===== config.mk =====
export PLATFORM = sky130hd
export DESIGN_NAME = dins_mag
export DESIGN_NICKNAME = d
export VERILOG_FILES = /design/src/dins_pkg.sv /design/src/dins_mag.sv
export SDC_FILE = /design/constraint.sdc
export NUM_CORES = 2
export LEC_CHECK = 0
export BUFFER_PORTS_ARGS = -buffer_cell sky130_fd_sc_hd__buf_4
export CAP_MARGIN = 20
export CORE_ASPECT_RATIO = 0.6
export CORE_MARGIN = 8
export CORE_UTILIZATION = 50
export CTS_CLUSTER_SIZE = 12
export DETAILED_ROUTE_END_ITERATION = 7
export PLACE_DENSITY = 0.78
export SLEW_MARGIN = 30
export SYNTH_ARGS = -nofsm -noshare
export SYNTH_HDL_FRONTEND = slang
export SYNTH_SLANG_ARGS = --single-unit

===== constraint.sdc =====
create_clock -name clock -period 16.3 [get_ports clock]
set_input_delay 2.445 -clock clock [delete_from_list [all_inputs] [get_ports clock]]
set_output_delay 2.445 -clock clock [all_outputs]
set_load 0.03 [all_outputs]

===== src/dins_pkg.sv =====
`default_nettype none
// ----------------------------------------------------------------------------
// dins_pkg
// shared widths, register codes, control structs and helpers of the
// depth image normal stencil
// ----------------------------------------------------------------------------
package dins_pkg;

   localparam int DEPTH_W        = 16;
   localparam int NORM_W         = 16;
   localparam int NZ_W           = 15;
   localparam int POS_W          = 12;
   localparam int CFG_W          = 13;
   localparam int DIM_W          = 16;
   localparam int APB_DATA_W     = 32;
   localparam int APB_ADDR_W     = 3;
   localparam int LINE_SLOTS     = 5;
   localparam int SLOT_W         = 3;
   localparam int TAP_COUNT      = 9;
   localparam int G_W            = 18;
   localparam int S_W            = 37;
   localparam int GG_W           = 2 * G_W;
   localparam int MAG_W          = 15;
   localparam int TRIAL_W        = 16;
   localparam int TT_W           = 2 * TRIAL_W;
   localparam int PROD_W         = TT_W + S_W;
   localparam int DEF_MAX_WIDTH  = 4096;
   localparam int DEF_MAX_HEIGHT = 4096;
   localparam int MIN_DIM        = 5;
   localparam int Z_WEIGHT       = 4;

   localparam logic [CFG_W-1:0] DEF_IMAGE_WIDTH  = CFG_W'(640);
   localparam logic [CFG_W-1:0] DEF_IMAGE_HEIGHT = CFG_W'(480);

   // register select, byte address bit 2
   localparam logic REG_IMAGE_WIDTH  = 1'b0;
   localparam logic REG_IMAGE_HEIGHT = 1'b1;

   typedef struct packed {
      logic           start;
      logic [G_W-1:0] g;
      logic [S_W-1:0] s;
   } mag_req_type;

   typedef struct packed {
      logic             busy;
      logic             done;
      logic [MAG_W-1:0] mag;
   } mag_rsp_type;

   // (s + k) mod 5 for line slot numbers
   function automatic logic [SLOT_W-1:0] slot_add(input logic [SLOT_W-1:0] s,
                                                  input logic [SLOT_W-1:0] k);
      logic [SLOT_W:0] sum;
      sum = {1'b0, s} + {1'b0, k};
      if (sum >= (SLOT_W+1)'(LINE_SLOTS)) begin
         sum = sum - (SLOT_W+1)'(LINE_SLOTS);
      end
      return sum[SLOT_W-1:0];
   endfunction

endpackage
`default_nettype wire


===== src/dins_mag.sv =====
`default_nettype none
// ----------------------------------------------------------------------------
// dins_mag
// bit serial search for round(g * 32768 / sqrt(s)), saturated to 15 bits
// ----------------------------------------------------------------------------
module dins_mag import dins_pkg::*; (
   input  wire logic        clock,
   input  wire logic        reset,
   input  wire mag_req_type mag_req,
   output mag_rsp_type      mag_rsp
);
   typedef enum logic [2:0] {
      M_IDLE, M_SQUARE, M_TRY, M_MUL, M_CMP, M_DONE
   } mag_state_type;

   mag_state_type         state_ff;
   logic [G_W-1:0]        g_ff;
   logic [S_W-1:0]        s_ff;
   logic [GG_W-1:0]       gg_ff;
   logic [TT_W-1:0]       tt_ff;
   logic [63:0]           plo_ff;
   logic [S_W-1:0]        phi_ff;
   logic [TRIAL_W-1:0]    res_ff;
   logic [TRIAL_W-1:0]    trial_ff;
   logic [3:0]            bit_ff;

   logic [TRIAL_W-1:0]    trial_in;
   logic [TRIAL_W:0]      twice;
   logic [TRIAL_W-1:0]    t_odd;
   logic [PROD_W-1:0]     prod;
   logic [PROD_W-1:0]     limit;
   logic                  too_big;

   localparam logic [TRIAL_W-1:0] TRIAL_MAX = TRIAL_W'(32768);
   localparam logic [TRIAL_W-1:0] SAT_MAX   = TRIAL_W'(32767);

   always_comb begin
      trial_in = res_ff | (TRIAL_W'(1) << bit_ff);
      too_big  = trial_in > TRIAL_MAX;
      twice    = {trial_in, 1'b0} - (TRIAL_W+1)'(1);
      t_odd    = twice[TRIAL_W-1:0];
      prod     = {phi_ff, 32'b0} + PROD_W'(plo_ff);
      limit    = {1'b0, gg_ff, 32'b0};
   end

   always_ff @(posedge clock) begin
      if (reset) begin
         state_ff <= M_IDLE;
      end else begin
         case (state_ff)
            M_IDLE: begin
               if (mag_req.start) begin
                  g_ff     <= mag_req.g;
                  s_ff     <= mag_req.s;
                  state_ff <= M_SQUARE;
               end
            end
            M_SQUARE: begin
               gg_ff    <= g_ff * g_ff;
               res_ff   <= '0;
               bit_ff   <= 4'd15;
               state_ff <= M_TRY;
            end
            M_TRY: begin
               if (too_big) begin
                  if (bit_ff == 4'd0) begin
                     state_ff <= M_DONE;
                  end else begin
                     bit_ff <= bit_ff - 4'd1;
                  end
               end else begin
                  trial_ff <= trial_in;
                  tt_ff    <= t_odd * t_odd;
                  state_ff <= M_MUL;
               end
            end
            M_MUL: begin
               plo_ff   <= tt_ff * s_ff[31:0];
               phi_ff   <= S_W'(tt_ff * s_ff[S_W-1:32]);
               state_ff <= M_CMP;
            end
            M_CMP: begin
               // (2m-1)^2 * s <= g^2 * 2^32 keeps the trial bit
               if (prod <= limit) begin
                  res_ff <= trial_ff;
               end
               if (bit_ff == 4'd0) begin
                  state_ff <= M_DONE;
               end else begin
                  bit_ff   <= bit_ff - 4'd1;
                  state_ff <= M_TRY;
               end
            end
            M_DONE: begin
               state_ff <= M_IDLE;
            end
            default: begin
               state_ff <= M_IDLE;
            end
         endcase
      end
   end

   assign mag_rsp.busy = (state_ff != M_IDLE);
   assign mag_rsp.done = (state_ff == M_DONE);
   assign mag_rsp.mag  = (res_ff > SAT_MAX) ? SAT_MAX[MAG_W-1:0] : res_ff[MAG_W-1:0];
endmodule
`default_nettype wire


Yosys cells after proc, flatten, opt, wreduce, memory -nomap -nowiden --
Cells that the tools add are included.
Operators by class: $add $sub $neg 3, multipliers 4, order comparisons 3, equality and inequality tests 9, shift-type cells 1, multiplexer cells 11, bitwise logic cells 3, reductions and logical operators 12
Operators with widths (number):
- 69-bit by 64-bit adder with 69-bit output | 1
- 69-bit by 68-bit less-or-equal comparator with 1-bit output | 1
- 32-bit by 32-bit multiplier with 64-bit output | 1
- 32-bit by 5-bit multiplier with 37-bit output | 1
- 18-bit by 18-bit multiplier with 36-bit output | 1
- 16-bit by 16-bit multiplier with 32-bit output | 1
- 16-bit one-hot mux with 2 select lines | 1
- 16-bit by 15-bit greater-than comparator with 1-bit output, second input constant | 1
- 16-bit greater-than comparator, second input constant | 1
- 16-bit two-way mux | 1
- 16-bit bitwise OR | 1
- 1-bit by 4-bit << shifter with 16-bit output, first input constant | 1
- 16-bit by 1-bit subtractor with 16-bit output, second input constant | 1
- 15-bit two-way mux | 1
- 3-bit one-hot mux with 5 select lines | 1
- 3-bit two-way mux | 4
- 4-bit one-hot mux with 3 select lines | 1
- 3-bit AND reduction | 4
- 4-bit two-way mux | 2
- 3-bit by 2-bit == test with 1-bit output, second input constant | 2
- 3-bit == test, second input constant | 2
- 2-bit != test, second input constant | 3
- 2-bit AND reduction | 3
- 3-bit nonzero test | 2
- other kinds (7) | 8
Storage, ports and cells: register bits after elaboration 263, input bits 58, output and inout port bits 17, word-level logic and storage cells 56

Longest topological paths before layout --
depth in word-level cells 5, gate-level depth with buffers 35, depth with buffers taken out 35

Worst setup path before layout --
Ideal clock, no wire load.
kind input to register, start point input port reset, end point register phi_ff[0] (enable), library setup time 0.684 ns, arrival time 9.331 ns, required time 15.616 ns, path slack 6.285 ns, stages on the path 1, path buffers 0, cells stage by stage nor3_1
Between the ends: word-level cells in the longest chain between the ends 2
Ends and longest elaborated chain:
- start: declaration | RTL line dins_mag.sv:8 | input wire logic reset,
- 1-bit NOT (no line)
- 2-bit AND reduction (no line)
- end signal: assignment | RTL line dins_mag.sv:79 | phi_ff <= S_W'(tt_ff * s_ff[S_W-1:32]);
- end: declaration | RTL line dins_mag.sv:22 | logic [S_W-1:0] phi_ff;
Every way passes these cells. A chain may end at the register's enable or synchronous reset.

Worst setup path after layout --
start point register bit_ff[1], end point register tt_ff[31], data pin
Between the ends: word-level cells in the longest chain between the ends 4
Ends and longest elaborated chain:
- start: declaration | RTL line dins_mag.sv:25 | logic [3:0] bit_ff;
- start signal: assignment | RTL line dins_mag.sv:69 | bit_ff <= bit_ff - 4'd1;
- start signal: assignment | RTL line dins_mag.sv:90 | bit_ff <= bit_ff - 4'd1;
- 1-bit by 4-bit << shifter with 16-bit output | RTL line dins_mag.sv:38 | trial_in = res_ff | (TRIAL_W'(1) << bit_ff);
- 16-bit bitwise OR | RTL line dins_mag.sv:38
- 16-bit by 1-bit subtractor with 16-bit output | RTL line dins_mag.sv:40 | twice = {trial_in, 1'b0} - (TRIAL_W+1)'(1);
- 16-bit by 16-bit multiplier with 32-bit output | RTL line dins_mag.sv:73 | tt_ff <= t_odd * t_odd;
- end signal: assignment | RTL line dins_mag.sv:73
- end: declaration | RTL line dins_mag.sv:20 | logic [TT_W-1:0] tt_ff;
Every way passes these cells.

==> run_results.csv <==
group,metric,value,unit
cts,htreeDepth,2,
critical_path,slowest_stage,"o31ai_1",
grt,grt_pass1_wl,265,mm
timing,grt_setup_unrepaired,"false",
layout,multiInputGateArea,47700,µm²
critical_path,crit_required,16.62,ns
layout,regArea,7720,µm²
drt,vias,45700,
cts,clkTransAtPathRegs,0.07,ns
timing,worst_pin_slew,0.899,ns
critical_path,cp_data_arrival_time,10.41,ns
drt,drc,0,
drt,finalWirelength,161,mm
layout,nets,8571,
grt,grt_max_degree,64,
drt,first_pass_iters,7,
grt,antenna_found_initial,10,
grt,gr-total-overflow,0,
layout,drive_above_1_share,0.0379,
timing,max_slew_margin,0.401,
logic_synthesis,syn_area_per_cell,9.36,µm²
logic_synthesis,ys_ff_latch,258,
layout,area_delta_synth_final,5.55,%
placed_design,dp_hpwl,123,mm
cts,clock_tree.buffer_depth,3,
cts,cts_resized,0,
critical_path,start_kind,"register",
critical_path,critPathKind,"reg2reg",
timing,hold_ws,0.514,ns
critical_path,critPathLaunch,"bit_ff[1]$_SDFFCE_PN1P_",
layout,layout.cells.non_filler,8315,
cts,ctsRootBufferMaster,"clkbuf_16",
cts,clock-sinks,258,
min_path,hold_path_class,"reg2reg",
critical_path,r2r_cells,33,
placed_design,io_buffers,74,
logic_synthesis,synth_edf_count,255,
timing,hold_viol_final,0,
logic_synthesis,synth.distinct_cells,75,
critical_path,worstSetupEndpoint,"tt_ff[31]$_DFFE_PP_",
timing,post-route-period-util,0.619,
die,io_pins,75,
drt,drtIter0Drc,4226,
logic_synthesis,postSynthCellCount,6675,
grt,grt_util_all_layers,0.239,
critical_path,slowest_delay,0.62,ns
die,die_area,137000,µm²
die,core,124000,µm²
drt,ant_nets,0,
logic_synthesis,yosysWarnings,0,
placed_design,gp_congestion,0.939,
critical_path,reg2reg_slack,6.21,ns
die,rows,100,
cts,cts_made_buffers,34,
cts,cts_tree,"yes",
critical_path,r2r_start,"bit_ff[1]$_SDFFCE_PN1P_",
critical_path,reg2reg_to,"tt_ff[31]$_DFFE_PP_",
die,initial_core_util,0.504,
die,die_y,290,µm
grt,first_global_vias,49100,
logic_synthesis,async_reset_ff_frac,0,
placed_design,place_inst,8253,
timing,max_freq,0.0991,GHz
status,status,"finished, final reports clean",
critical_path,path_common_cell,"fa_1",
timing,fin_skew,0.0419,ns
critical_path,end_kind,"register",
cts,postCtsSetupBuffers,0,
critical_path,crit_path_max_fanout,10,
placed_design,place_area,64800,µm²
timing,setup_viol,0,
drt,wl_per_cell,19.3,µm
timing,finalSetupTns,0,ns
logic_synthesis,synth-main-ff-cell,"edfxtp_1",
die,die_width,472,µm
logic_synthesis,seq_area_frac_synth,0.123,
timing,period_needed,10.09,ns
cts,hold_buffers,0,
logic_synthesis,synthesis.area,62500,µm²
layout,fill_cells,10800,
cts,insertion_delay,0.60,ns
flow_run,drv_cap,0,
drt,via_per_inst,5.49,
layout,design_area,66000,µm²
timing,slew_viol_final,0,
[worst max-delay path: cells and delay by family, from the launching register on]
family,cells,cell delay (ns)
adders and majority gates,8,3.58
AOI/OAI and AO/OA,8,2.28
and+or+nand+nor,9,2.19
xor gates and xnor gates,2,0.71
buffers and inverters,6,0.59
DFF,1,0.44
[metal layers]
metal	wire length [µm]	vias to the layer above	GRT usage	part of all wire
met2	67800	2471	0.353	0.42
met3	20600	361	0.0649	0.13
met5	41	-	0	0.00026
met1	67900	23000	0.351	0.42
met4	4470	6	0.0575	0.028
li1	-	19800	-	-
[kinds of logic (layout without fill, tap and decap cells)]
group / after synthesis / count (layout) / share of synthesized area
adders and majority gates: 1904 / 1904 / 0.540
xor gates and xnor gates: 204 / 204 / 0.0288
other: 2 / 27 / 0.000120
muxes: 2 / 2 / 0.000340
buffers and inverters: 1930 / 1862 / 0.116
and+or+nand+nor: 1803 / 1803 / 0.133
DFF: 258 / 258 / 0.123
AOI/OAI and AO/OA: 572 / 572 / 0.0590
[cell type report]
| class | count | area share |
|---|---|---|
| inverters | 1650 | 0.0939 |
| flip-flops and latches | 258 | 0.117 |
| multi-input cells | 4510 | 0.722 |
| repair buffers | 155 | 0.0182 |
| clock buffers | 39 | 0.0135 |
| diodes | 2 | 0.0000759 |
| well taps | 1683 | 0.0319 |
| clock inverters | 18 | 0.00311 |
[stage by stage]
step	utilization	setup slack [ns]
global route	0.532	5.66
floorplan	-	6.28
global placement	0.522	6.67
CTS	0.532	6.20
detailed placement	0.523	6.28
finish	0.532	6.21
[layout by cell type (no fill, tap or decap), types with 14 or more instances in the layout]
master     Yosys  final
nand3_1       36     36
o211ai_1      14     14
xnor2_1      144    143
a31oi_1       23     23
nor2_1       158    158
nand2_1     1032   1032
conb_1         2     25
inv_1       1642   1642
clkbuf_16      0     35
and3_1        21     21
a211oi_1      17     17
o21ai_0       90     90
a21o_1       133    133
buf_4          0    147
a21oi_1      174    174
or2_2         23     23
fa_1        1319   1319
o21a_1        35     35
o21bai_1      19     19
and2_1       363    363
xor2_1        58     58
nand2b_1      33     33
edfxtp_1     255    255
ha_1         585    585
nor3_1        35     32
nand4_1       24     24
nor2b_1       30     30
[cells in the mapped netlist, types with 3 or more instances]
| cell type | instances | area share |
|---|---|---|
| xnor2_1 | 144 | 0.020 |
| a211o_1 | 8 | 0.0011 |
| inv_1 | 1642 | 0.099 |
| a2111oi_0 | 6 | 0.00084 |
| a21o_1 | 133 | 0.016 |
| buf_1 | 14 | 0.00084 |
| o21bai_1 | 19 | 0.0023 |
| a21boi_0 | 4 | 0.00048 |
| nor2b_1 | 30 | 0.0030 |
| o21a_1 | 35 | 0.0042 |
| nor3_1 | 35 | 0.0028 |
| nand2b_1 | 33 | 0.0033 |
| a211oi_1 | 17 | 0.0020 |
| ha_1 | 585 | 0.12 |
| a41oi_1 | 4 | 0.00056 |
| or2_2 | 23 | 0.0023 |
| a21oi_1 | 174 | 0.014 |
| and2_1 | 363 | 0.036 |
| nand3b_1 | 3 | 0.00036 |
| a31oi_1 | 23 | 0.0023 |
| xor2_1 | 58 | 0.0081 |
| o21ai_0 | 90 | 0.0072 |
| nand2_1 | 1032 | 0.062 |
| edfxtp_1 | 255 | 0.12 |
| a221o_1 | 3 | 0.00048 |
| and3_1 | 21 | 0.0021 |
| dfxtp_1 | 3 | 0.00096 |
| nand3_1 | 36 | 0.0029 |
| o31ai_1 | 7 | 0.00084 |
| or4_1 | 4 | 0.00048 |
| o21ai_1 | 5 | 0.00040 |
| clkbuf_1 | 262 | 0.016 |
| o22ai_1 | 3 | 0.00030 |
| fa_1 | 1319 | 0.42 |
| clkinv_1 | 7 | 0.00042 |
| nor2_1 | 158 | 0.0095 |
| or3_1 | 6 | 0.00060 |
| nor3b_1 | 6 | 0.00072 |
| nor4_1 | 11 | 0.0011 |
| nand4_1 | 24 | 0.0024 |
| buf_2 | 4 | 0.00032 |
| o211ai_1 | 14 | 0.0017 |
| and4_1 | 7 | 0.00098 |
[state kept, by name, indices dropped and copies added, names as in the netlist]
signal / cells
tt_ff: 28
plo_ff: 64
bit_ff: 4
res_ff: 16
trial_ff: 16
state_ff: 3
phi_ff: 37
s_ff: 37
g_ff: 18
gg_ff: 35
[worst min path at each step]
stage,start,endpoint,slack (ns),depth (start not counted)
final,trial_ff[15]$_DFFE_PP_,res_ff[15]$_SDFFCE_PN0P_,0.51,1
after global routing,trial_ff[4]$_DFFE_PP_,res_ff[4]$_SDFFCE_PN0P_,0.53,1
after CTS,trial_ff[15]$_DFFE_PP_,res_ff[15]$_SDFFCE_PN0P_,0.52,1
after detailed placement,trial_ff[12]$_DFFE_PP_,res_ff[12]$_SDFFCE_PN0P_,0.50,1
after global placement,trial_ff[11]$_DFFE_PP_,res_ff[11]$_SDFFCE_PN0P_,0.50,1
after floorplan,s_ff[32]$_DFFE_PP_,phi_ff[0]$_DFFE_PP_,0.45,0
Power is not shown: default switching activity piles up to over one toggle a cycle in this logic, so the estimate is an artifact.
